===== config.mk =====
export PLATFORM = sky130hd
export DESIGN_NAME = i2c_register_access_master_top
export DESIGN_NICKNAME = d
export VERILOG_FILES = /design/src/i2cram_pkg.sv /design/src/i2c_register_access_master_top.sv
export SDC_FILE = /design/constraint.sdc
export NUM_CORES = 1
export LEC_CHECK = 0
export BUFFER_PORTS_ARGS = -buffer_cell sky130_fd_sc_hd__buf_4
export CAP_MARGIN = 40
export CORE_MARGIN = 5
export CORE_UTILIZATION = 65
export CTS_BUF_LIST = sky130_fd_sc_hd__clkbuf_4
export DETAILED_ROUTE_END_ITERATION = 7
export PLACE_DENSITY = 0.92
export SLEW_MARGIN = 40
export SYNTH_ARGS = -nofsm -noshare
export SYNTH_HDL_FRONTEND = slang
export SYNTH_SLANG_ARGS = --single-unit
export TNS_END_PERCENT = 100

===== constraint.sdc =====
create_clock -name clk -period 5.1 [get_ports clk]
set_input_delay 0.255 -clock clk [delete_from_list [all_inputs] [get_ports clk]]
set_output_delay 0.255 -clock clk [all_outputs]
set_load 0.01 [all_outputs]

===== src/i2cram_pkg.sv =====
package i2cram_pkg;

  // opcodes of a command word
  localparam logic [1:0] OP_WRITE_BYTE = 2'd0;
  localparam logic [1:0] OP_READ_BYTE  = 2'd1;
  localparam logic [1:0] OP_READ_WORD  = 2'd2;

  // write address byte of the target device after reset
  localparam logic [7:0] DEV_ADDR_RESET = 8'hD0;

  // bits in one byte on the bus
  localparam logic [3:0] BYTE_BITS = 4'd8;

  // bus sequencer phases
  typedef enum logic [3:0] {
    PH_IDLE,
    PH_RSTART_LO,
    PH_START_HI,
    PH_START_LO,
    PH_TX_LO,
    PH_TX_HI,
    PH_ACK_LO,
    PH_ACK_HI,
    PH_RX_LO,
    PH_RX_HI,
    PH_NACK_LO,
    PH_NACK_HI,
    PH_STOP_A,
    PH_STOP_B,
    PH_STOP_C
  } phase_t;

  // one input word per half-bit tick
  typedef struct packed {
    logic       command_valid;
    logic [1:0] opcode;
    logic [7:0] register_address;
    logic [7:0] write_data;
    logic       sda_sample;
  } in_t;

  // one result word per tick
  typedef struct packed {
    logic        scl_level;
    logic        sda_level;
    logic        busy_res;
    logic        done_res;
    logic [15:0] read_value;
  } out_t;

endpackage


===== src/i2c_register_access_master_top.sv =====
// channel   direction  handshake              payload
// in        input      in_valid / in_ready    in_data   (i2cram_pkg::in_t)
// out       output     out_valid / out_ready  out_data  (i2cram_pkg::out_t)
// config    input      config_write           config_data (device address byte)
//
// every input word yields exactly one result word; a word is held in the input
// register, the tick update runs there, and the result is registered in the output
// register, so throughput is one word per cycle while out_ready does not stall.
// rst is synchronous: phase idle, counters and held command zero, address 0xD0.
// a stall on out_ready holds the output register; the input register still takes
// one more word, and in_ready drops only while both registers are full.
module i2c_register_access_master_top (
  input  logic              clk,
  input  logic              rst,
  input  logic              config_write,
  input  logic [7:0]        config_data,
  input  logic              in_valid,
  output logic              in_ready,
  input  i2cram_pkg::in_t   in_data,
  output logic              out_valid,
  input  logic              out_ready,
  output i2cram_pkg::out_t  out_data
);
  import i2cram_pkg::*;

  // configuration register
  logic [7:0] dev_addr;

  // input register stage
  logic in_q_valid;
  in_t  in_q;
  logic advance;

  // tick state
  phase_t     phase, phase_next, eff_phase;
  logic [3:0] bit_count, bit_count_next;
  logic [7:0] shift_byte, shift_byte_next;
  logic [1:0] byte_step, byte_step_next;
  logic       second_read, second_read_next;
  logic [1:0] held_op, held_op_next;
  logic [7:0] held_reg, held_reg_next;
  logic [7:0] held_data, held_data_next;
  logic [15:0] result_word, result_word_next;

  logic       start;
  logic [3:0] bit_count_inc;
  logic       last_read;
  out_t       res;

  // handshake between the two register stages
  assign advance  = in_q_valid && (!out_valid || out_ready);
  assign in_ready = !in_q_valid || !out_valid || out_ready;

  always_ff @(posedge clk) begin
    if (rst) begin
      dev_addr <= DEV_ADDR_RESET;
    end else if (config_write) begin
      dev_addr <= config_data;
    end
  end

  // input register
  always_ff @(posedge clk) begin
    if (rst) begin
      in_q_valid <= 1'b0;
    end else if (in_valid && in_ready) begin
      in_q_valid <= 1'b1;
    end else if (advance) begin
      in_q_valid <= 1'b0;
    end
  end

  always_ff @(posedge clk) begin
    if (in_valid && in_ready) begin
      in_q <= in_data;
    end
  end

  // a command is taken only on an idle tick with a legal opcode
  assign start = (phase == PH_IDLE) && in_q.command_valid &&
                 (in_q.opcode <= OP_READ_WORD);
  assign eff_phase = start ? PH_START_HI : phase;
  assign bit_count_inc = bit_count + 4'd1;
  assign last_read = (held_op == OP_READ_WORD) ? second_read : 1'b1;

  // next state
  always_comb begin
    phase_next       = phase;
    bit_count_next   = bit_count;
    shift_byte_next  = shift_byte;
    byte_step_next   = byte_step;
    second_read_next = second_read;
    held_op_next     = held_op;
    held_reg_next    = held_reg;
    held_data_next   = held_data;
    result_word_next = result_word;
    if (start) begin
      held_op_next     = in_q.opcode;
      held_reg_next    = in_q.register_address;
      held_data_next   = in_q.write_data;
      second_read_next = 1'b0;
      byte_step_next   = 2'd0;
      bit_count_next   = 4'd0;
    end
    unique case (eff_phase)
      PH_RSTART_LO: phase_next = PH_START_HI;
      PH_START_HI:  phase_next = PH_START_LO;
      PH_START_LO: begin
        shift_byte_next = (byte_step_next == 2'd0) ? dev_addr : dev_addr + 8'd1;
        bit_count_next  = 4'd0;
        phase_next      = PH_TX_LO;
      end
      PH_TX_LO: phase_next = PH_TX_HI;
      PH_TX_HI: begin
        shift_byte_next = {shift_byte[6:0], 1'b0};
        bit_count_next  = bit_count_inc;
        phase_next      = (bit_count_inc >= BYTE_BITS) ? PH_ACK_LO : PH_TX_LO;
      end
      PH_ACK_LO: phase_next = PH_ACK_HI;
      PH_ACK_HI: begin
        if (byte_step == 2'd0) begin
          byte_step_next  = 2'd1;
          shift_byte_next = held_reg + {7'd0, second_read};
          bit_count_next  = 4'd0;
          phase_next      = PH_TX_LO;
        end else if (held_op == OP_WRITE_BYTE) begin
          if (byte_step == 2'd1) begin
            byte_step_next  = 2'd2;
            shift_byte_next = held_data;
            bit_count_next  = 4'd0;
            phase_next      = PH_TX_LO;
          end else begin
            phase_next = PH_STOP_A;
          end
        end else if (byte_step == 2'd1) begin
          byte_step_next = 2'd2;
          phase_next     = PH_RSTART_LO;
        end else begin
          shift_byte_next = 8'd0;
          bit_count_next  = 4'd0;
          phase_next      = PH_RX_LO;
        end
      end
      PH_RX_LO: phase_next = PH_RX_HI;
      PH_RX_HI: begin
        shift_byte_next = {shift_byte[6:0], in_q.sda_sample};
        bit_count_next  = bit_count_inc;
        phase_next      = (bit_count_inc >= BYTE_BITS) ? PH_NACK_LO : PH_RX_LO;
      end
      PH_NACK_LO: phase_next = PH_NACK_HI;
      PH_NACK_HI: phase_next = PH_STOP_A;
      PH_STOP_A:  phase_next = PH_STOP_B;
      PH_STOP_B:  phase_next = PH_STOP_C;
      PH_STOP_C: begin
        if (!last_read) begin
          // first half of a word read: keep the high byte
          held_data_next   = shift_byte;
          second_read_next = 1'b1;
          byte_step_next   = 2'd0;
          phase_next       = PH_START_HI;
        end else begin
          if (held_op == OP_READ_BYTE) begin
            result_word_next = {8'd0, shift_byte};
          end else if (held_op == OP_READ_WORD) begin
            result_word_next = {held_data, shift_byte};
          end
          phase_next = PH_IDLE;
        end
      end
      default: phase_next = PH_IDLE;
    endcase
  end

  // bus levels and status for this tick
  always_comb begin
    res.scl_level  = 1'b1;
    res.sda_level  = 1'b1;
    res.busy_res   = 1'b1;
    res.done_res   = 1'b0;
    res.read_value = result_word_next;
    unique case (eff_phase)
      PH_IDLE:      res.busy_res = 1'b0;
      PH_RSTART_LO: res.scl_level = 1'b0;
      PH_START_HI:  res.scl_level = 1'b1;
      PH_START_LO:  res.sda_level = 1'b0;
      PH_TX_LO: begin
        res.scl_level = 1'b0;
        res.sda_level = shift_byte[7];
      end
      PH_TX_HI:     res.sda_level = shift_byte[7];
      PH_ACK_LO, PH_RX_LO, PH_NACK_LO: res.scl_level = 1'b0;
      PH_ACK_HI, PH_RX_HI, PH_NACK_HI: res.scl_level = 1'b1;
      PH_STOP_A: begin
        res.scl_level = 1'b0;
        res.sda_level = 1'b0;
      end
      PH_STOP_B:    res.sda_level = 1'b0;
      PH_STOP_C:    res.done_res = last_read;
      default:      res.busy_res = 1'b1;
    endcase
  end

  // state registers, updated as each word leaves the input stage
  always_ff @(posedge clk) begin
    if (rst) begin
      phase       <= PH_IDLE;
      bit_count   <= 4'd0;
      shift_byte  <= 8'd0;
      byte_step   <= 2'd0;
      second_read <= 1'b0;
      held_op     <= OP_WRITE_BYTE;
      held_reg    <= 8'd0;
      held_data   <= 8'd0;
      result_word <= 16'd0;
    end else if (advance) begin
      phase       <= phase_next;
      bit_count   <= bit_count_next;
      shift_byte  <= shift_byte_next;
      byte_step   <= byte_step_next;
      second_read <= second_read_next;
      held_op     <= held_op_next;
      held_reg    <= held_reg_next;
      held_data   <= held_data_next;
      result_word <= result_word_next;
    end
  end

  // output register
  always_ff @(posedge clk) begin
    if (rst) begin
      out_valid <= 1'b0;
    end else if (advance) begin
      out_valid <= 1'b1;
    end else if (out_ready) begin
      out_valid <= 1'b0;
    end
  end

  always_ff @(posedge clk) begin
    if (advance) begin
      out_data <= res;
    end
  end

endmodule

==> results by group, run 1 <==
Outcome
  • Status: complete, but fails checks
  • Failing checks: negative hold slack

GRT
  • Grt total ovfl: 0
  • Initial antenna violation count: 0
  • Largest net degree at the start of global routing: 56
  • Total track usage: 25.2%
  • First-pass GRT wire length: 17.1 mm
  • Vias in the first global route: 3568

Clock network
  • Clock Path Buffers: 2
  • Hold-fix buffers, CTS: 22
  • Clock latency on the worst-skew pair: 0.46 ns
  • CTS tree: built
  • Htree depth: 3
  • Post-CTS setup buffers: 0
  • Post-CTS Resized: 0
  • Clock slew at reported path FFs: 0.17 ns
  • Cts bufs inserted: 9
  • Sink Count: 103
  • CTS Root Cell: clkbuf_4

Detailed routing
  • Uppermost layer routed: met4
  • Drt first pass iters: 5
  • Initial drt markers: 313
  • WL met1: 4.23 mm
  • Final wirelength: 10.8 mm
  • WL met2: 5.47 mm
  • Wire per inst: 18.1 microns
  • Post-route ant nets: 0
  • Vias: 3641
  • Vias per cell: 6.10
  • Residual DRC: 0
  • Met3 WL: 643 microns

Layout
  • Share of cells above drive strength 1: 19.0%
  • Multi-input logic area: 1960 sq um
  • Fin util: 77.9%
  • Reg area: 2460 sq um
  • Fill cells: 455
  • Synthesis-to-layout area growth: 15.5%
  • ANT cells: 0
  • Final nets: 533
  • Leading registers by flop count: in_q x20, out_data x20, result_word x16

Synth
  • Sequential area share after synthesis: 53.4%
  • Synth top area share: 27.3%
  • Synth top cells by count: dfxtp_1 (63), nor2_1 (52), nand2_1 (41)
  • Most common cell in the synthesized netlist: dfxtp_1
  • Post-synth EDFFs: 40
  • Area leader, netlist: dfxtp_1
  • Synth area leaders: dfxtp_1 (27%), edfxtp_1 (26%), nor2_1 (4.2%), mux2i_1 (3.5%), nand2_1 (3.3%)
  • Main combinational cell family by area after synthesis: compound AO/OA/AOI/OAI gates
  • Synth Area in Adders: 1.09%
  • Post-Syn Instances: 436
  • Syn Std Cell Area: 4610 sq um
  • Cell variety after synth: 61
  • Compound-Gate Fraction of Synth Area: 17.1%
  • XOR/XNOR Fraction of Synth Area: 2.66%
  • Average size of a mapped cell: 10.6 sq um
  • Mux contribution to synthesized area: 6.00%
  • Prevailing post-synth register cell: dfxtp_1
  • Simple-Gate Fraction of Synth Area: 15.5%
  • Syn_nets: 473
  • Yosys Warn Count: 0
  • Yosys reg bits: 103
  • Ys async rst share: 0%

Floorplan
  • Die height: 94.2 microns
  • Initial Utilization: 67.5%
  • Placeable Area: 6830 sq um
  • Die area: 8880 sq um
  • Num ports: 55
  • FP Rows: 30
  • Chip Width: 94.2 microns

Place
  • Port bufs: 54
  • RePlAce Congestion: 0.932
  • Hpwl dp: 7.16 mm

Power
  • Peak VDD IR: 0.000218 V
  • Leak: 0.00204 uW
  • Pwr Total: 1410 uW
  • Pwr dens: 265 nW/um^2

Timing
  • Setup Viol. Count Final: 0
  • Worst-Margin Slew: 0.732 ns
  • Fmax: 0.375 GHz
  • Min Tclk post-route: 2.67 ns
  • Clock Skew: 0.0156 ns
  • Slew HR: 51.2%
  • Setup Total Neg Slack: 0 ns
  • Fin Hold WS: -0.00764 ns
  • Slew Viols, Final: 0
  • Final Hold Violating Endpoints: 1
  • RSZ-0062 raised after global routing: no
  • Fin crit share: 52.3%

Worst setup path
  • Crit-path max FO: 18
  • Worst Path Arrival: 3.01 ns
  • CP required: 5.45 ns
  • Worst Setup End Kind: register
  • CP startpoint kind: register
  • Crit Path Category: register to register

Job
  • Max Cap Viol: 0

Hold path
  • Hold crit path type: input pin to register
-- logic make-up after synthesis --
logic type / count (synthesis)
simple gates: 146
mux: 26
xor+xnor: 14
fa+ha+maj: 4
compound gates: 106
flops: 103
buf+inv: 37
-- area by class of cell --
cell class,instances,share of cell area [%]
timing repair buffer,76,11.7
clock buffer,9,1.27
inverter,10,0.705
sequential,103,46.3
tap,96,2.26
multi-input combinational,296,36.7
clock inverter,7,1.03
-- worst max-delay path: stages (launching register included) --
cell and delay [ns]:
dfxtp_1 0.76, nand4b_4 0.29, a21o_1 0.49, or2_1 0.67, mux2i_1 0.27, nor2_1 0.06
-- power breakdown --
| group | internal (uW) | switching [uW] |
|---|---|---|
| clock network | 107 | 287 |
| registers | 882 | 19.6 |
| logic | 57.6 | 57.8 |
-- stage by stage --
| step | std cells | cell area [sq um] | setup slack, ns |
|---|---|---|---|
| global placement | 559 | 4970 | 2.63 |
| CTS | 597 | 5320 | 2.46 |
| finish | 597 | 5330 | 2.43 |
| global route | 597 | 5330 | 2.30 |
| floorplan | 436 | 4610 | 2.82 |
| detailed placement | 559 | 4980 | 2.49 |
-- per-layer routing --
metal	vias to the layer above	global-route usage (%)
met5	-	0
met4	0	13.0
met3	48	6.33
met2	143	43.3
met1	1720	28.7
li1	1730	-
-- cells in the final DEF (no fill, tap or decap), types with 3 or more instances in the layout --
master | netlist | final
a211oi_1 | 4 | 4
a21oi_1 | 28 | 28
a222oi_1 | 3 | 3
a22o_1 | 15 | 15
a22oi_1 | 14 | 14
a311oi_1 | 6 | 6
a31oi_1 | 5 | 5
and2_1 | 5 | 4
and3_1 | 4 | 4
buf_4 | 5 | 54
clkbuf_4 | 0 | 9
dfxtp_1 | 63 | 62
dlygate4sd3_1 | 0 | 22
edfxtp_1 | 40 | 40
ha_1 | 4 | 4
inv_1 | 9 | 9
mux2_2 | 9 | 9
mux2i_1 | 16 | 16
nand2_1 | 41 | 41
nand2b_1 | 3 | 3
nand3_1 | 9 | 9
nand4_1 | 3 | 3
nor2_1 | 52 | 52
nor2b_1 | 4 | 4
nor3_1 | 6 | 5
nor4_1 | 4 | 4
o21ai_0 | 6 | 6
o221ai_1 | 4 | 4
o22ai_1 | 3 | 3
or2_2 | 3 | 3
xnor2_1 | 8 | 8
xor2_1 | 6 | 6
-- path summary, 6_finish.rpt --
path | start | to | slack (ns) | cells past startpoint
worst min register to register | held_reg[7] | held_reg[7] | 0.49 | 2
worst max register to register | phase[0] | result_word[0] | 2.43 | 5
worst min-delay path | in_valid | in_q_valid | -0.008 | 3
worst max-delay path | phase[0] | result_word[0] | 2.43 | 5
Power figures use the tool's default switching activity.
==> run 2: changes to the inputs <==
--- a/config.mk
+++ b/config.mk
@@ -8,10 +8,10 @@
 export BUFFER_PORTS_ARGS = -buffer_cell sky130_fd_sc_hd__buf_4
 export CAP_MARGIN = 40
 export CORE_MARGIN = 5
-export CORE_UTILIZATION = 65
+export CORE_UTILIZATION = 60
 export CTS_BUF_LIST = sky130_fd_sc_hd__clkbuf_4
 export DETAILED_ROUTE_END_ITERATION = 7
-export PLACE_DENSITY = 0.92
+export PLACE_DENSITY = 0.86
 export SLEW_MARGIN = 40
 export SYNTH_ARGS = -nofsm -noshare
 export SYNTH_HDL_FRONTEND = slang
==> constraint.sdc (replaced) <==
create_clock -name clk -period 2.49 [get_ports clk]
set_input_delay 0.1245 -clock clk [delete_from_list [all_inputs] [get_ports clk]]
set_output_delay 0.1245 -clock clk [all_outputs]
set_load 0.01 [all_outputs]
==> run 2 against run 1 <==
Net effect: the flow now finishes without violations; count of clock-buffer cells in the layout increased by 1; sequential share of layout area down 2.0 points; global-route usage decreased by 1.4 points; final cell count is 5.2% higher; critical path type unchanged; largest power group unchanged.
==> results by group, run 2 (synthesis results as in run 1) <==
Timing
  • Setup Viol. Count Final: 0 (unchanged)
  • Final worst setup slack: 0.479 ns (-1.96 ns)
  • Fmax: 0.497 GHz (+33%)
  • Fin crit share: 80.8% (+29 points)
  • Slew HR: 48.8% (-2.4 points)
  • Setup Total Neg Slack: 0 ns (unchanged)
  • Slew Viols, Final: 0 (unchanged)
  • Final Hold Violating Endpoints: 0 (-1)
  • Min Tclk post-route: 2.01 ns (-0.654 ns)
  • Worst-Margin Slew: 0.768 ns (+0.0362 ns)
  • Clock Skew: 0.0157 ns (+0.000110 ns)
  • RSZ-0062 raised after global routing: no

Clock network
  • Clock latency on the worst-skew pair: 0.45 ns (about the same)
  • Cts bufs inserted: 9 (unchanged)
  • Clock slew at reported path FFs: 0.15 ns (-0.02 ns)
  • CTS tree: built
  • Sink Count: 103 (unchanged)
  • Htree depth: 3 (unchanged)
  • CTS Root Cell: clkbuf_4
  • Clock Path Buffers: 2 (unchanged)

Floorplan
  • Placeable Area: 7610 sq um (+11%)
  • Chip Width: 97.7 microns (+3.6%)
  • Num ports: 55 (unchanged)
  • Die height: 97.7 microns (+3.6%)
  • Die area: 9540 sq um (+7.4%)
  • FP Rows: 32 (+6.7%)
  • Initial Utilization: 60.6% (-6.9 points)

Worst setup path
  • Crit Path Category: register to register
  • Worst Path Arrival: 2.39 ns (-0.62 ns)
  • Number of cells on the worst reg-to-reg path: 7 (+2)
  • CP startpoint kind: register
  • FF-to-FF End: bit_count[1]
  • Worst Setup End Kind: register
  • Crit-path max FO: 12 (-6)
  • Reg2reg start: out_valid
  • CP required: 2.87 ns (-2.58 ns)
  • Reg2reg setup slack: 0.48 ns (-1.96 ns)

Power
  • Pwr dens: 539 nW/um^2 (+100%)
  • Leak: 0.00216 uW (+5.8%)
  • Peak VDD IR: 0.000423 V (+94%)

Hold path
  • Hold wc startpoint: config_write
  • Hold crit path type: input pin to register
  • Sink of the worst hold path: dev_addr[7]
  • Worst hold stages: 3 (unchanged)

Detailed routing
  • Final wirelength: 11.2 mm (+3.2%)
  • Post-route ant nets: 0 (unchanged)
  • Drt first pass iters: 5 (unchanged)
  • Residual DRC: 0 (unchanged)
  • Vias: 3800 (+4.4%)
  • Initial drt markers: 380 (+21%)
  • Vias per cell: 6.05 (-0.78%)
  • Wire per inst: 17.8 microns (-1.9%)

Place
  • Port bufs: 54 (unchanged)
  • Dpl cells: 579 (+3.6%)
  • Hpwl dp: 7.50 mm (+4.6%)
  • RePlAce Congestion: 0.914 (-2.0%)
  • Post-place setup slack: 0.511 ns (-1.97 ns)

GRT
  • Largest net degree at the start of global routing: 56 (unchanged)
  • First-pass GRT wire length: 18.2 mm (+6.5%)
  • Total track usage: 23.7% (-1.4 points)
  • Grt total ovfl: 0 (unchanged)
  • Initial antenna violation count: 0 (unchanged)
  • Vias in the first global route: 3702 (+3.8%)

Layout
  • Non-filler cells, final: 628 (+5.2%)
  • Fill cells: 559 (+23%)
  • ANT cells: 0 (unchanged)
  • Fin util: 73.1% (-4.8 points)
  • Synthesis-to-layout area growth: 20.6%
  • Most frequent cells in the layout: buf_4 (68), dfxtp_1 (63), nor2_1 (52)
  • Commonest non-fill, non-tap cell in the layout: buf_4
  • Share of cells above drive strength 1: 20.5% (+1.6 points)
  • Leading registers by flop count: in_q x20, out_data x20, result_word x16
  • Final nets: 558 (+4.7%)

Outcome
  • Status: complete, no violations

Job
  • Max Cap Viol: 0 (unchanged)
## run 2: cell count changes in the layout (fill, tap and decap cells not counted), sizes merged
cell	previous run	this run
clkbuf	9	10
clkinvlp	0	1
buf	54	68
clkinv	4	2
inv	13	12
bufinv	0	1
dlygate4sd3	22	33
## run 2: report_power, final
group	switching [uW]	total (uW)	internal (uW)
Clock	566	892	326
Sequential	36.6	1840	1810
Combinational	128	264	136
Total	731	3000	2270
## run 2: through the flow
stage               cell area, sq um  total power (uW)  hold slack (ns)
floorplan                       4610              1990            0.223
global placement                5090              2090            0.302
detailed placement              5090              2100            0.304
CTS                             5560              3000          0.00688
global route                    5560              3110           0.0235
finish                          5560              3000           0.0379
## run 2: layer usage
metal	part of all wire, %	up-vias	GRT usage, %
li1	-	1779	-
met1	40	1803	29.5
met2	50	189	39.2
met3	8.0	29	5.31
met4	2.5	0	11.0
met5	0	-	0
## run 2: how the worst max path moves through the flow
| stage | from | to | slack (ns) | cells after the start |
|---|---|---|---|---|
| after global placement | phase[0] | shift_byte[1] | 0.57 | 5 |
| after global routing | out_valid | result_word[6] | 0.34 | 5 |
| final | out_valid | bit_count[1] | 0.48 | 7 |
| after detailed placement | out_valid | result_word[1] | 0.51 | 5 |
| after floorplan | out_valid | held_data[0] | 0.21 | 7 |
| after CTS | out_valid | bit_count[1] | 0.50 | 7 |
## run 2: critical path, cell delays in order (launching register included)
cell and delay (ns):
dfxtp_1 0.36, nor2b_1 0.25, nand2b_1 0.27, inv_2 0.17, and2_1 0.20, buf_4 0.18, a211o_1 0.35, o22ai_1 0.17
## run 2: what timing repair did
item | 4_1_cts | 5_1_grt
gates resized for setup | 0 | 0
buffers inserted | 0 | 0
hold buffers | 33 | 0
endpoints found under the hold margin | 30 | 0
## run 2: layout make-up
class | count | area [sq um] | area share, %
multi-input combinational | 296 | 1950 | 35.1
clock buffer | 10 | 75.1 | 1.35
sequential | 103 | 2460 | 44.3
timing repair buffer | 101 | 841 | 15.1
tap | 102 | 128 | 2.29
clock inverter | 6 | 68.8 | 1.24
inverter | 10 | 37.5 | 0.675
==> run 3: changes to the inputs <==
--- a/config.mk
+++ b/config.mk
@@ -8,10 +8,10 @@
 export BUFFER_PORTS_ARGS = -buffer_cell sky130_fd_sc_hd__buf_4
 export CAP_MARGIN = 40
 export CORE_MARGIN = 5
-export CORE_UTILIZATION = 60
+export CORE_UTILIZATION = 54
 export CTS_BUF_LIST = sky130_fd_sc_hd__clkbuf_4
 export DETAILED_ROUTE_END_ITERATION = 7
-export PLACE_DENSITY = 0.86
+export PLACE_DENSITY = 0.82
 export SLEW_MARGIN = 40
 export SYNTH_ARGS = -nofsm -noshare
 export SYNTH_HDL_FRONTEND = slang
==> constraint.sdc (replaced) <==
create_clock -name clk -period 1.75 [get_ports clk]
set_input_delay 0.0875 -clock clk [delete_from_list [all_inputs] [get_ports clk]]
set_output_delay 0.0875 -clock clk [all_outputs]
set_load 0.01 [all_outputs]
==> run 3 against run 2 <==
Net effect: the flow now finishes with violations (negative setup slack); clock skew is 0.00088 ns lower; fmax increased by 14%; setup slack lost 0.49 ns; via count is 4.1% higher; clock power increased by 43%; worst hold slack got worse by 0.020 ns; largest power group unchanged; highest routed layer unchanged.
==> results by group, run 3 (synthesis results as in run 1) <==
Worst setup path
  • CP required: 2.14 ns (-0.73 ns)
  • Worst Path Arrival: 2.15 ns (-0.24 ns)
  • Crit-path max FO: 7 (-5)
  • Reg2reg start: phase[3]
  • Worst path bufs/invs: 2 (unchanged)
  • Slowest Stage Delay on Critical Path: 0.43 ns (+0.07 ns)
  • Crit Path Category: register to register
  • Top delay family on crit path: compound AO/OA/AOI/OAI gates
  • Slowest-stage cell, CP: dfxtp_4
  • Reg2reg setup slack: -0.01 ns (-0.49 ns)
  • Number of cells on the worst reg-to-reg path: 7 (unchanged)
  • Worst Setup End Kind: register
  • Worst-path cell chain: nor4_4, buf_4, buf_4, a211oi_2, xor2_1, nand2_1, a311oi_2
  • CP startpoint kind: register
  • FF-to-FF End: shift_byte[3]
  • Worst path most repeated cell: buf_4
  • Number of stages on the worst setup path: 7 (unchanged)

Clock network
  • Sink Count: 103 (unchanged)
  • Clock slew at reported path FFs: 0.15 ns (about the same)
  • CTS Root Cell: clkbuf_4
  • Clock Path Buffers: 2 (unchanged)
  • Cts bufs inserted: 9 (unchanged)
  • Clock latency on the worst-skew pair: 0.47 ns (+0.02 ns)
  • CTS tree: built
  • Htree depth: 3 (unchanged)

Timing
  • Setup Total Neg Slack: -0.0165 ns (-0.0165 ns)
  • Slew Viols, Final: 0 (unchanged)
  • Final Hold Violating Endpoints: 0 (unchanged)
  • Slew HR: 55.0% (+6.1 points)
  • Final worst setup slack: -0.0112 ns (-0.490 ns)
  • Fmax: 0.568 GHz (+14%)
  • RSZ-0062 raised after global routing: yes
  • Setup Viol. Count Final: 2 (+2)
  • Worst-Margin Slew: 0.669 ns (-0.0991 ns)
  • Min Tclk post-route: 1.76 ns (-0.250 ns)
  • Clock Skew: 0.0148 ns (-0.000882 ns)
  • Fin crit share: 101% (+20 points)

GRT
  • GRT Max-Usage Layer: met2
  • Total track usage: 23.5% (-0.21 points)
  • Met3 GRT Util: 4.03% (-1.3 points)
  • Vias in the first global route: 3941 (+6.5%)
  • Initial antenna violation count: 0 (unchanged)
  • Grt total ovfl: 0 (unchanged)
  • First-pass GRT wire length: 18.8 mm (+3.3%)
  • M1 GR Usage: 28.6% (-0.99 points)
  • Met2 usage: 40.2% (+0.96 points)
  • Largest net degree at the start of global routing: 34 (-39%)

Hold path
  • Sink of the worst hold path: dev_addr[1]
  • Worst hold stages: 3 (unchanged)
  • Hold wc startpoint: config_write
  • Hold crit path type: input pin to register

Detailed routing
  • Drt first pass iters: 5 (unchanged)
  • Initial drt markers: 297 (-22%)
  • Final wirelength: 12.0 mm (+7.5%)
  • Residual DRC: 0 (unchanged)
  • Vias per cell: 5.97 (-1.3%)
  • Wire per inst: 18.1 microns (+2.0%)
  • Post-route ant nets: 0 (unchanged)
  • Vias: 3955 (+4.1%)

Layout
  • ANT cells: 0 (unchanged)
  • Leading registers by flop count: in_q x20, out_data x20, result_word x16
  • Synthesis-to-layout area growth: 28.8%
  • Most frequent cells in the layout: buf_4 (89), dfxtp_1 (53), nor2_1 (50)
  • Fill cells: 582 (+4.1%)
  • Share of cells above drive strength 1: 28.7% (+8.2 points)
  • Commonest non-fill, non-tap cell in the layout: buf_4
  • Final nets: 589 (+5.6%)

Power
  • Leak: 0.00234 uW (+8.1%)
  • Pwr Total: 4340 uW (+45%)
  • Pwr dens: 730 nW/um^2 (+35%)
  • Peak VDD IR: 0.000543 V (+29%)

Place
  • RePlAce Congestion: 0.935 (+2.3%)
  • Port bufs: 54 (unchanged)
  • Post-place setup slack: -0.210 ns (-0.721 ns)
  • Hpwl dp: 8.09 mm (+7.9%)

Floorplan
  • Chip Width: 102 microns (+4.9%)
  • Placeable Area: 8260 sq um (+8.6%)
  • Die height: 102 microns (+4.9%)
  • FP Rows: 33 (+3.1%)
  • Num ports: 55 (unchanged)
  • Initial Utilization: 55.8% (-4.8 points)
  • Die area: 10500 sq um (+10%)

Outcome
  • Status: complete, but fails checks
  • Failing checks: negative setup slack

Job
  • Max Cap Viol: 0 (unchanged)
## run 3: changes by cell type in the layout (fill, tap and decap cells not counted), moves of 4 or more
cell,change
buf_4,+21
buf_6,+4
dfxtp_2,+6
dfxtp_4,+4
dlygate4sd3_1,+4
dfxtp_1,-10
## run 3: layout make-up
type / instances / area (sq um) / area share [%]
sequential: 103 / 2480 / 41.8
multi-input combinational: 296 / 2030 / 34.1
timing repair buffer: 132 / 1120 / 18.8
tap: 105 / 131 / 2.21
clock inverter: 7 / 76.3 / 1.28
clock buffer: 9 / 67.6 / 1.14
inverter: 10 / 37.5 / 0.632
## run 3: worst max-delay path by stage
stage	start	end	slack, ns
3_5_place_dp	phase[2]	result_word[11]	-0.21
2_1_floorplan	phase[0]	shift_byte[1]	0.007
5_1_grt	phase[1]	shift_byte[3]	-0.07
6_report	phase[3]	shift_byte[3]	-0.01
4_1_cts	held_op[0]	shift_byte[4]	-0.01
3_3_place_gp	phase[2]	result_word[12]	-0.06
## run 3: timing repair
action | CTS | global route
endpoints found under the setup margin | 34 | 40
gates resized for setup | 11 | 33
hold buffers | 37 | 0
pin swaps | 1 | 11
setup buffers | 1 | 2
hold endpoints to repair | 29 | 0
## run 3: metrics by stage
step / cells / util [%] / cell area [sq um] / hold slack, ns
floorplan: 436 / - / 4620 / 0.186
global placement: 606 / 64.0 / 5280 / 0.266
detailed placement: 606 / 64.0 / 5280 / 0.267
CTS: 660 / 70.5 / 5830 / 0.00188
global route: 662 / 72.0 / 5940 / 0.0307
finish: 662 / 72.0 / 5940 / 0.0181
## run 3: worst min-delay path, delay by kind of cell
kind,cells,cell delay (ns)
buf+inv,1,0.18
mux,1,0.09
simple gates,1,0.09
## run 3: report_power, final
part	switching, uW	internal (uW)	leakage [uW]
registers	54.4	2570	0.000883
logic	200	233	0.00138
clock network	833	450	0.0000750
total	1090	3250	0.00234
## run 3: routing by layer
metal  vias up  share of wire [%]
met1      1898                 40
met3        40                6.2
met5         -                  0
li1       1836                  -
met4         0                3.7
met2       181                 50
